--- src/hw/rtl/kmp_pkg.sv ---
// ----------------------------------------------------------------------------
// kmp_pkg
// Shared types and constants for the streaming KMP matcher.
// ----------------------------------------------------------------------------
package kmp_pkg;

  localparam int unsigned CFG_IDX_W  = 2;
  localparam int unsigned CFG_DATA_W = 64;
  localparam int unsigned LEN_W      = 5;
  localparam int unsigned BYTE_IDX_W = 4;

  localparam logic [CFG_IDX_W-1:0] CFG_PATTERN_LOW    = 2'd0;
  localparam logic [CFG_IDX_W-1:0] CFG_PATTERN_HIGH   = 2'd1;
  localparam logic [CFG_IDX_W-1:0] CFG_PATTERN_LENGTH = 2'd2;

  localparam logic KIND_TEXT    = 1'b0;
  localparam logic KIND_RESTART = 1'b1;

  typedef struct packed {
    logic       restart;
    logic [7:0] text_byte;
  } item_t;

  typedef enum logic [2:0] {
    S_IDLE,
    S_CLR,
    S_BWALK,
    S_BSET,
    S_WSTEP,
    S_WFIN
  } state_t;

endpackage

--- src/hw/rtl/kmp_stream_matcher_core.sv ---
// ----------------------------------------------------------------------------
// kmp_stream_matcher_core
// Streaming KMP matcher with a strong failure table; pattern up to
// PATTERN_MAX bytes set through a write port.
// ----------------------------------------------------------------------------
// Input channel (in_valid/in_stall): kind 0 carries a text byte, kind 1
// restarts matching at position zero. Output channel (out_valid/out_stall)
// returns one word per input word: match_found is 1 when the byte completes
// an occurrence (every byte for an empty pattern, 0 for a restart).
// Config: cfg_we writes cfg_data to register cfg_index (0 pattern bytes 0-7,
// 1 pattern bytes 8-15, 2 length); index 3 is ignored. A write to 0-2 clears the
// position and forces a table rebuild before the next word is processed.
// Steps: a restart or empty-pattern word is answered straight from idle; a
// text byte moves to S_WSTEP, which follows one failure link per step over
// the single-port failure table, and on a completed match on to S_WFIN.
// The engine takes one word at a time from the queue.
// A two-word input queue keeps accepting until full while the engine works;
// a stalled output holds its word and the engine waits before writing the
// next one. Reset clears configuration to zero, empties the queue and marks
// the table stale.
// ----------------------------------------------------------------------------
module kmp_stream_matcher_core #(
  parameter int unsigned PATTERN_MAX = 16
) (
  input  logic                           clk,
  input  logic                           rst,
  input  logic                           cfg_we,
  input  logic [kmp_pkg::CFG_IDX_W-1:0]  cfg_index,
  input  logic [kmp_pkg::CFG_DATA_W-1:0] cfg_data,
  input  logic                           in_valid,
  output logic                           in_stall,
  input  logic                           kind,
  input  logic [7:0]                     text_byte,
  output logic                           out_valid,
  input  logic                           out_stall,
  output logic                           match_found
);

  logic           q_valid;
  logic           q_pop;
  kmp_pkg::item_t q_item;

  kmp_front u_front (
    .clk       (clk),
    .rst       (rst),
    .in_valid  (in_valid),
    .in_stall  (in_stall),
    .kind      (kind),
    .text_byte (text_byte),
    .q_valid   (q_valid),
    .q_item    (q_item),
    .q_pop     (q_pop)
  );

  kmp_back #(
    .PATTERN_MAX (PATTERN_MAX)
  ) u_back (
    .clk         (clk),
    .rst         (rst),
    .cfg_we      (cfg_we),
    .cfg_index   (cfg_index),
    .cfg_data    (cfg_data),
    .q_valid     (q_valid),
    .q_item      (q_item),
    .q_pop       (q_pop),
    .out_valid   (out_valid),
    .out_stall   (out_stall),
    .match_found (match_found)
  );

endmodule

--- src/hw/rtl/kmp_front.sv ---
// ----------------------------------------------------------------------------
// kmp_front
// Input side: accepts words, decodes the kind and holds them in a
// two-entry queue for the matching engine.
// ----------------------------------------------------------------------------
module kmp_front (
  input  logic           clk,
  input  logic           rst,
  input  logic           in_valid,
  output logic           in_stall,
  input  logic           kind,
  input  logic [7:0]     text_byte,
  output logic           q_valid,
  output kmp_pkg::item_t q_item,
  input  logic           q_pop
);

  kmp_pkg::item_t q_mem [2];
  logic           rd_ptr;
  logic           wr_ptr;
  logic [1:0]     count;
  logic           push;

  assign in_stall = (count == 2'd2);
  assign push     = in_valid && !in_stall;
  assign q_valid  = (count != 2'd0);
  assign q_item   = q_mem[rd_ptr];

  always_ff @(posedge clk) begin
    if (rst) begin
      rd_ptr <= 1'b0;
      wr_ptr <= 1'b0;
      count  <= 2'd0;
    end else begin
      if (push) begin
        wr_ptr <= ~wr_ptr;
      end
      if (q_pop) begin
        rd_ptr <= ~rd_ptr;
      end
      unique case ({push, q_pop})
        2'b10:   count <= count + 2'd1;
        2'b01:   count <= count - 2'd1;
        default: count <= count;
      endcase
    end
  end

  always_ff @(posedge clk) begin
    if (push) begin
      q_mem[wr_ptr].restart   <= (kind == kmp_pkg::KIND_RESTART);
      q_mem[wr_ptr].text_byte <= text_byte;
    end
  end

  a_pop_nonempty: assert property (@(posedge clk) disable iff (rst) q_pop |-> count != 2'd0)
    else $error("pop from empty queue");
  a_count_range: assert property (@(posedge clk) disable iff (rst) count != 2'd3)
    else $error("queue count overflow");
  a_push_count: assert property (@(posedge clk) disable iff (rst)
    push && !q_pop |=> count == $past(count) + 2'd1)
    else $error("queue count did not follow push");

endmodule

--- src/hw/rtl/kmp_back.sv ---
// ----------------------------------------------------------------------------
// kmp_back
// Matching engine: holds configuration, rebuilds the strong failure table
// one step per cycle, walks failure links per text byte, registers result.
// ----------------------------------------------------------------------------
module kmp_back #(
  parameter int unsigned PATTERN_MAX = 16
) (
  input  logic                             clk,
  input  logic                             rst,
  input  logic                             cfg_we,
  input  logic [kmp_pkg::CFG_IDX_W-1:0]    cfg_index,
  input  logic [kmp_pkg::CFG_DATA_W-1:0]   cfg_data,
  input  logic                             q_valid,
  input  kmp_pkg::item_t                   q_item,
  output logic                             q_pop,
  output logic                             out_valid,
  input  logic                             out_stall,
  output logic                             match_found
);

  localparam int unsigned PW    = $clog2(PATTERN_MAX + 1);
  localparam int unsigned DEPTH = PATTERN_MAX + 1;

  logic [kmp_pkg::CFG_DATA_W-1:0] pattern_low;
  logic [kmp_pkg::CFG_DATA_W-1:0] pattern_high;
  logic [kmp_pkg::LEN_W-1:0]      pattern_length;
  logic [2*kmp_pkg::CFG_DATA_W-1:0] pat;

  kmp_pkg::state_t state, state_next;
  logic            stale;
  logic [PW:0]     ft [DEPTH];
  logic [PW-1:0]   mp, mp_next;
  logic [PW-1:0]   pos, pos_next;
  logic [7:0]      cur_byte;
  logic [PW-1:0]   i, i_next;
  logic [PW:0]     t, t_next;

  logic [PW-1:0]   len;
  logic [PW-1:0]   rd_addr;
  logic [PW:0]     ft_rd;
  logic            ft_clr;
  logic            ft_we;
  logic [PW-1:0]   ft_wa;
  logic [PW:0]     ft_wd;
  logic            out_free;
  logic            complete;
  logic            res;
  logic            mp_we;
  logic            load_item;
  logic            stale_clr;
  logic            bwalk_link;
  logic            wstep_hit;
  logic [PW:0]     pos_inc;

  function automatic logic [7:0] pbyte(input logic [PW-1:0] idx);
    logic [kmp_pkg::BYTE_IDX_W-1:0] k;
    k = kmp_pkg::BYTE_IDX_W'(idx);
    return pat[{k, 3'b000} +: 8];
  endfunction

  assign pat      = {pattern_high, pattern_low};
  assign len      = (pattern_length > kmp_pkg::LEN_W'(PATTERN_MAX)) ?
                    PW'(PATTERN_MAX) : PW'(pattern_length);
  assign out_free = !out_valid || !out_stall;
  assign ft_rd    = ft[rd_addr];

  always_comb begin
    bwalk_link = !t[PW] && (pbyte(i) != pbyte(t[PW-1:0]));
    wstep_hit  = (pbyte(pos) == cur_byte);
    pos_inc    = {1'b0, pos} + 1'b1;
  end

  always_comb begin
    state_next = state;
    unique case (state)
      kmp_pkg::S_IDLE: begin
        if (stale) begin
          state_next = kmp_pkg::S_CLR;
        end else if (q_valid && out_free && !q_item.restart && len != '0) begin
          state_next = kmp_pkg::S_WSTEP;
        end
      end
      kmp_pkg::S_CLR:   state_next = (len == '0) ? kmp_pkg::S_IDLE : kmp_pkg::S_BWALK;
      kmp_pkg::S_BWALK: state_next = bwalk_link ? kmp_pkg::S_BWALK : kmp_pkg::S_BSET;
      kmp_pkg::S_BSET:  state_next = (i < len) ? kmp_pkg::S_BWALK : kmp_pkg::S_IDLE;
      kmp_pkg::S_WSTEP: begin
        if (wstep_hit) begin
          if (pos_inc == {1'b0, len}) begin
            state_next = kmp_pkg::S_WFIN;
          end else if (out_free) begin
            state_next = kmp_pkg::S_IDLE;
          end
        end else if (ft_rd[PW] && out_free) begin
          state_next = kmp_pkg::S_IDLE;
        end
      end
      kmp_pkg::S_WFIN: begin
        if (out_free) begin
          state_next = kmp_pkg::S_IDLE;
        end
      end
      default: state_next = kmp_pkg::S_IDLE;
    endcase
  end

  always_comb begin
    q_pop     = 1'b0;
    load_item = 1'b0;
    complete  = 1'b0;
    res       = 1'b0;
    mp_we     = 1'b0;
    mp_next   = mp;
    pos_next  = pos;
    i_next    = i;
    t_next    = t;
    ft_clr    = 1'b0;
    ft_we     = 1'b0;
    ft_wa     = i;
    ft_wd     = t;
    stale_clr = 1'b0;
    rd_addr   = t[PW-1:0];
    unique case (state)
      kmp_pkg::S_IDLE: begin
        if (!stale && q_valid && out_free) begin
          q_pop = 1'b1;
          if (q_item.restart || len == '0) begin
            complete = 1'b1;
            res      = !q_item.restart;
            mp_we    = 1'b1;
            mp_next  = '0;
          end else begin
            load_item = 1'b1;
            pos_next  = (mp >= len) ? '0 : mp;
          end
        end
      end
      kmp_pkg::S_CLR: begin
        ft_clr    = 1'b1;
        stale_clr = 1'b1;
        i_next    = '0;
        t_next    = '1;
      end
      kmp_pkg::S_BWALK: begin
        if (bwalk_link) begin
          t_next = ft_rd;
        end else begin
          t_next = t + 1'b1;
          i_next = i + 1'b1;
        end
      end
      kmp_pkg::S_BSET: begin
        ft_we = 1'b1;
        if (i < len && pbyte(i) == pbyte(t[PW-1:0])) begin
          ft_wd = ft_rd;
        end
      end
      kmp_pkg::S_WSTEP: begin
        rd_addr = pos;
        if (wstep_hit) begin
          if (pos_inc != {1'b0, len} && out_free) begin
            complete = 1'b1;
            mp_we    = 1'b1;
            mp_next  = pos_inc[PW-1:0];
          end
        end else if (ft_rd[PW]) begin
          if (out_free) begin
            complete = 1'b1;
            mp_we    = 1'b1;
            mp_next  = '0;
          end
        end else begin
          pos_next = ft_rd[PW-1:0];
        end
      end
      kmp_pkg::S_WFIN: begin
        rd_addr = len;
        if (out_free) begin
          complete = 1'b1;
          res      = 1'b1;
          mp_we    = 1'b1;
          mp_next  = ft_rd[PW] ? '0 : ft_rd[PW-1:0];
        end
      end
      default: ;
    endcase
  end

  always_ff @(posedge clk) begin
    if (rst) begin
      pattern_low    <= '0;
      pattern_high   <= '0;
      pattern_length <= '0;
      state          <= kmp_pkg::S_IDLE;
      stale          <= 1'b1;
      mp             <= '0;
      out_valid      <= 1'b0;
    end else begin
      if (complete) begin
        out_valid <= 1'b1;
      end else if (!out_stall) begin
        out_valid <= 1'b0;
      end
      if (cfg_we && (cfg_index == kmp_pkg::CFG_PATTERN_LOW ||
                     cfg_index == kmp_pkg::CFG_PATTERN_HIGH ||
                     cfg_index == kmp_pkg::CFG_PATTERN_LENGTH)) begin
        unique case (cfg_index)
          kmp_pkg::CFG_PATTERN_LOW:  pattern_low  <= cfg_data;
          kmp_pkg::CFG_PATTERN_HIGH: pattern_high <= cfg_data;
          default:                   pattern_length <= cfg_data[kmp_pkg::LEN_W-1:0];
        endcase
        state <= kmp_pkg::S_IDLE;
        stale <= 1'b1;
        mp    <= '0;
      end else begin
        state <= state_next;
        if (stale_clr) begin
          stale <= 1'b0;
        end
        if (mp_we) begin
          mp <= mp_next;
        end
      end
    end
  end

  always_ff @(posedge clk) begin
    pos <= pos_next;
    i   <= i_next;
    t   <= t_next;
    if (load_item) begin
      cur_byte <= q_item.text_byte;
    end
    if (complete) begin
      match_found <= res;
    end
    if (ft_clr) begin
      for (int k = 0; k < DEPTH; k++) begin
        ft[k] <= '1;
      end
    end else if (ft_we) begin
      ft[ft_wa] <= ft_wd;
    end
  end

  a_cfg_stale: assert property (@(posedge clk) disable iff (rst)
    cfg_we && (cfg_index == kmp_pkg::CFG_PATTERN_LOW ||
               cfg_index == kmp_pkg::CFG_PATTERN_HIGH ||
               cfg_index == kmp_pkg::CFG_PATTERN_LENGTH)
    |=> stale && state == kmp_pkg::S_IDLE && mp == '0)
    else $error("config write did not mark table stale");
  a_pop_ready: assert property (@(posedge clk) disable iff (rst)
    q_pop |-> state == kmp_pkg::S_IDLE && !stale && out_free)
    else $error("item taken while engine busy or table stale");
  a_walk_pos: assert property (@(posedge clk) disable iff (rst)
    state == kmp_pkg::S_WSTEP |-> pos < len)
    else $error("walk position beyond pattern length");
  a_mp_range: assert property (@(posedge clk) disable iff (rst)
    state == kmp_pkg::S_IDLE && !stale |-> mp < len || mp == '0)
    else $error("match position out of range");
  a_complete_free: assert property (@(posedge clk) disable iff (rst)
    complete |-> out_free)
    else $error("result overwrote a waiting result");

endmodule

--- config.mk ---
export PLATFORM = sky130hd
export DESIGN_NAME = kmp_stream_matcher_core
export DESIGN_NICKNAME = d
export VERILOG_FILES = /design/src/hw/rtl/kmp_pkg.sv /design/src/hw/rtl/kmp_stream_matcher_core.sv /design/src/hw/rtl/kmp_front.sv /design/src/hw/rtl/kmp_back.sv
export SDC_FILE = /design/constraint.sdc
export NUM_CORES = 1
export LEC_CHECK = 0
export ABC_AREA = 1
export BUFFER_PORTS_ARGS = -buffer_cell sky130_fd_sc_hd__buf_2
export CAP_MARGIN = 5
export CELL_PAD_IN_SITES_DETAIL_PLACEMENT = 1
export CELL_PAD_IN_SITES_GLOBAL_PLACEMENT = 1
export CORE_MARGIN = 2
export CORE_UTILIZATION = 45
export DETAILED_ROUTE_END_ITERATION = 8
export PLACE_DENSITY_LB_ADDON = 0.25
export SYNTH_ARGS = -nofsm -noshare
export SYNTH_HDL_FRONTEND = slang
export SYNTH_SLANG_ARGS = --single-unit
--- constraint.sdc ---
create_clock -name clk -period 5.4 [get_ports clk]
set_input_delay 0.81 -clock clk [delete_from_list [all_inputs] [get_ports clk]]
set_output_delay 0.81 -clock clk [all_outputs]
set_load 0.005 [all_outputs]
# Word level (Yosys, flattened, before mapping)
# Memory sizes are Yosys's and may differ from the RTL's. A register that Yosys moved wholly into a read port is not among the register bits.
# Cells that the tools add are included.
[word_totals]
register_bits = 172
ramBits = 120
output_inout_bits = 3
wordCells = 164
memories = 2
[mem_list]
columns = ["memory", "depth", "word_bits", "read_ports", "rd_clocked_by_memory_dff", "write_ports", "line_no", "rtl"]
rows = [
  ["u_back.ft", 17, 6, 1, 0, 17, "kmp_back.sv:32", "logic [PW:0] ft [DEPTH];"],
  ["u_front.q_mem", 2, 9, 1, 1, 1, "kmp_front.sv:18", "kmp_pkg::item_t q_mem [2];"],
]
[classes]
n_addsub = 5
magnitude_cmp = 3
n_eq_ne = 28
shift = 3
mux = 65
bitwise_logic = 3
n_reduce_logical = 40
[ops]
columns = ["cell", "n"]
rows = [
  ["$shiftx A128 B8 Y8", 3],
  ["$mux W5", 16],
  ["$pmux W5 S2", 3],
  ["$mux W1", 28],
  ["$mux W6", 4],
  ["$mux W3", 6],
  ["$pmux W3 S6", 1],
  ["$eq A8 B8 Y1", 2],
  ["$pmux W5 S3", 1],
  ["$ne A3 B1 Y1 const B", 4],
  ["$pmux W6 S2", 1],
  ["$logic_and A1 B1 Y1", 11],
  ["$reduce_and A2 Y1", 5],
  ["$ne A2 B1 Y1 const B", 4],
  ["$ne A2 B2 Y1 const B", 4],
  ["$ne A8 B8 Y1", 1],
  ["$reduce_and A8 Y1", 1],
  ["$reduce_bool A2 Y1", 4],
  ["$add A5 B1 Y6 const B", 1],
  ["$add A6 B1 Y6 const B", 1],
  ["$eq A2 B2 Y1 const B", 3],
  ["$eq A3 B2 Y1 const B", 2],
  ["$eq A3 B3 Y1 const B", 2],
  ["$eq A6 B5 Y1", 1],
  ["other kinds (25)", 38],
]

# Logic depth before layout (Yosys ltp)
[depth]
ltp_word = 8
depth_mapped = 22

# Modules after synthesis
# Synthesis repeated with hierarchy kept, for this count alone.
[unflattened]
cells_unflattened = 2557
area_unflattened_um2 = 20627.3
[modules_own_cells]
columns = ["module", "n_inst", "cells_each", "area_each_um2"]
rows = [
  ["kmp_back", 1, 2493, 19716.4],
  ["kmp_front", 1, 64, 910.9],
]

# Least setup slack after synthesis
# No wires, ideal clock.
[synth_timing]
path_type = "reg2reg"
startpoint = "reg u_back.i[0] (netlist: u_back.ft_wa[0])"
endpoint = "mem u_back.ft[17][3] (netlist bit) (data pin)"
setup_time_ns = 0.315
arrival_time_ns = 2.363
path_slack_ns = 2.721
stages_incl_launch_ff = 17
n_path_buf = 3
period_less_slack_ns = 2.679
path_cell_list = "edfxtp_1 buf_4 inv_4 clkbuf_1 o21ai_0 nand2_1 nand2_1 nand3_1 xnor2_1 nand2_1 nor2_2 nand2_2 nor2_8 inv_4 nand2_4 buf_6 nand2_1"
[synth_lines]
columns = ["element", "line_no", "rtl"]
rows = [
  ["start, declared", "kmp_back.sv:36", "logic [PW-1:0] i, i_next;"],
  ["start signal, assigned", "kmp_back.sv:229", "i <= i_next;"],
  ["end, declared", "kmp_back.sv:32", ""],
]

==> flow_summary_export.csv <==
group,metric,value,unit
run_status,status,"complete, no violations",
power_and_ir_drop,p_total,7.19,mW
logic_synthesis,synth_warnings,0,
setup_path,timing.rr.end,"u_back.ft[29][0]$_DFFE_PP_",
cts,post_cts_buffers,0,
sta,whs,408,ps
cts,clkTransAtPathRegs,70,ps
setup_path,critPathLaunchType,"flop",
floorplanning,dieWidth,217,um
floorplanning,die_h,217,um
sta,setup_tns,0,ps
layout,layout_common_cells,"nand2_1, nand3_1, o21ai_0",
cts,cts_tree,"done",
floorplanning,die_area,47000,um2
layout,utilization,50.3,%
cts,h-tree-depth,2,
logic_synthesis,syn_inst,2491,
setup_path,crit_arrival,4820,ps
layout,antenna_cells,0,
route,drt_wl_total,74900,um
global_route,grt_pass1_wl,115000,um
power_and_ir_drop,peakVddDrop,271,uV
placed_design,portBuffers,82,
sta,clock_skew,27.1,ps
setup_path,ff2ff_setup_slack,780,ps
logic_synthesis,muxShareOfSynthArea,0.491,%
cts,cts-root-buf,"clkbuf_16",
logic_synthesis,syn_area,20400,um2
layout,layout-drive-gt1-share,9.14,%
global_route,grt_pass1_vias,19611,
setup_path,crit_required,5600,ps
cts,ctsResizeCount,0,
job,max-cap-violations,0,
setup_path,critPathKind,"reg -> reg",
sta,hold_viol_final,0,
floorplanning,start_util,45.9,%
sta,worst_pin_slew,1420,ps
route,ant_nets,0,
logic_synthesis,synth_cell_types,39,
setup_path,cp_max_fo,18,
floorplanning,core-area,44400,um2
logic_synthesis,synthSimpleGateAreaFrac,20.3,%
placed_design,placedCellCount,3017,
route,vias_per_cell,6.12,
min_path,hold_path_class,"in -> reg",
logic_synthesis,synth_xor_area_share,0.645,%
route,vias,18969,
route,wire_per_inst,24.2,um
logic_synthesis,syn_nets,2587,
global_route,grtUsageTotal,31.8,%
floorplanning,io_pins,83,
cts,cts.sinks,383,
layout,fin_area,22300,um2
route,first_pass_iters,6,
layout,multiInputGateArea,8420,um2
layout,final_common_cell,"nand2_1",
setup_path,worstSetupStartpoint,"u_back.ft_wa[3]$_SDFFCE_PN0P_",
layout,areaGrowthSynthToFinish,9.68,%
placed_design,postPlaceCellArea,20900,um2
sta,finalCritPeriodShare,85.6,%
route,first_iter_violations,1684,
global_route,gr-total-overflow,0,
layout,fill_cells,5365,
sta,fmax,0.216,GHz
placed_design,pre_cts_slack,1010,ps
power_and_ir_drop,powerDensity,322,nW/um2
sta,layout_setup_ws,779,ps
setup_path,end_kind,"flop",
sta,drv_slew,0,
route,drc,0,
sta,rsz0062_at_grt,"no",
cts,clkLatencyLatePin,590,ps
cts,cts_hold_buf,0,
logic_synthesis,synth_compound_area_share,18.8,%
logic_synthesis,synth_top_family_by_area,"simple AND/OR/NAND/NOR gates",
floorplanning,rows,77,
setup_path,regToRegStartpoint,"u_back.ft_wa[3]$_SDFFCE_PN0P_",
placed_design,dp.final_hpwl,49600,um
sta,post-route-min-period,4620,ps
logic_synthesis,ys_seq_area_share,49.2,%
cts,cts_buffers,44,
setup_path,worstRegToRegCells,15,
layout,final_cells,3098,
setup_path,endpoint,"u_back.ft[29][0]$_DFFE_PP_",
logic_synthesis,synthAdderAreaFrac,0.982,%
logic_synthesis,synth_seq_cells,383,
global_route,grt_max_degree,83,
layout,nets,2567,
logic_synthesis,avgSynthCellArea,8.18,um2
cts,cts_buffer_depth,3,
placed_design,gp_congestion,0.910,
global_route,antenna_found_initial,1,
power_and_ir_drop,p_leak,8.22,nW
layout,ff_latch_area,10000,um2
sta,max_slew_margin,5.31,%
sta,setup_violations,0,
[cell families after synthesis]
kind of cell	count (synthesis)
muxes	9
xor gates and xnor gates	15
AOI/OAI and AO/OA	707
and+or+nand+nor	911
DFF	383
adders and majority gates	16
buffers and inverters	450
[registers in the layout, indices dropped and copies added, names as in the netlist, 2 cells and up, named ones only]
name / cells
u_front.count: 2
u_back.pattern_length: 5
u_back.ft_wa: 5
u_back.mp: 5
u_back.t: 6
u_back.ft: 192
u_back.pattern_high: 64
u_front.q_mem: 18
u_back.pos: 5
u_back.pattern_low: 64
u_back.state: 3
u_back.cur_byte: 8
[synthesized netlist by cell type (all sizes together)]
| master | n | area [um2] |
|---|---|---|
| a21boi | 1 | 7.51 |
| a21oi | 277 | 1390 |
| a22oi | 1 | 7.51 |
| a31oi | 11 | 68.8 |
| buf | 106 | 669 |
| clkbuf | 74 | 278 |
| clkinv | 5 | 18.8 |
| dfxtp | 148 | 2960 |
| edfxtp | 235 | 7060 |
| ha | 16 | 200 |
| inv | 265 | 1000 |
| mux2 | 8 | 90.1 |
| mux2i | 1 | 10.0 |
| nand2 | 400 | 1560 |
| nand3 | 374 | 1950 |
| nand3b | 5 | 37.5 |
| nand4 | 20 | 125 |
| nor2 | 100 | 404 |
| nor3 | 12 | 60.1 |
| o211ai | 103 | 773 |
| o21a | 1 | 7.51 |
| o21ai | 308 | 1540 |
| o22ai | 5 | 31.3 |
| xnor2 | 6 | 52.6 |
| xor2 | 9 | 78.8 |
[worst min path at each step]
stage                                               start                                     to  slack, ps  cells after the start
finish                                               kind          u_front.q_mem[1][8]$_DFFE_PP_        410                      1
floorplan           u_back.pattern_length[0]$_SDFFE_PP0P_  u_back.pattern_length[0]$_SDFFE_PP0P_        440                      2
global route                                 text_byte[0]          u_front.q_mem[0][0]$_DFFE_PP_        400                      1
global placement      u_back.pattern_low[30]$_SDFFE_PP0P_    u_back.pattern_low[30]$_SDFFE_PP0P_        460                      2
CTS                                                  kind          u_front.q_mem[1][8]$_DFFE_PP_        390                      1
detailed placement   u_back.pattern_high[32]$_SDFFE_PP0P_   u_back.pattern_high[32]$_SDFFE_PP0P_        470                      2
[cell type report]
type,count,share of cell area [%]
flip-flops and latches,383,44.8
inverters,270,4.56
multi-input cells,1658,37.7
clock buffers,53,5.35
clock inverters,28,1.34
well taps,592,3.31
repair buffers,114,2.91
[worst max-delay path: stages (launching register included)]
cell and delay, ps:
edfxtp_1 480, inv_1 400, nor2_1 1200, nand2_1 120, nand2_1 130, nor2_1 60
o21ai_1 80, nand2_1 90, clkinv_1 50, nand2_1 50, nor2_2 220, nand2_2 160
nor2_8 300, inv_4 150, nand2_4 280, nand2_1 410
[metal layers]
metal / up-vias / wire, um / global-route usage [%]
met5: - / 15 / 0
met4: 2 / 3260 / 14.3
met3: 205 / 5760 / 5.49
met2: 805 / 35200 / 52.8
met1: 9372 / 30700 / 40.8
li1: 8585 / - / -
[where the power goes]
group,internal (mW),total (mW),switching [mW]
logic,0.225,0.828,0.603
clock network,1.83,3.13,1.30
registers,3.19,3.24,0.0513
total,5.24,7.19,1.96
No activity file was read; power rests on OpenSTA's default activity.
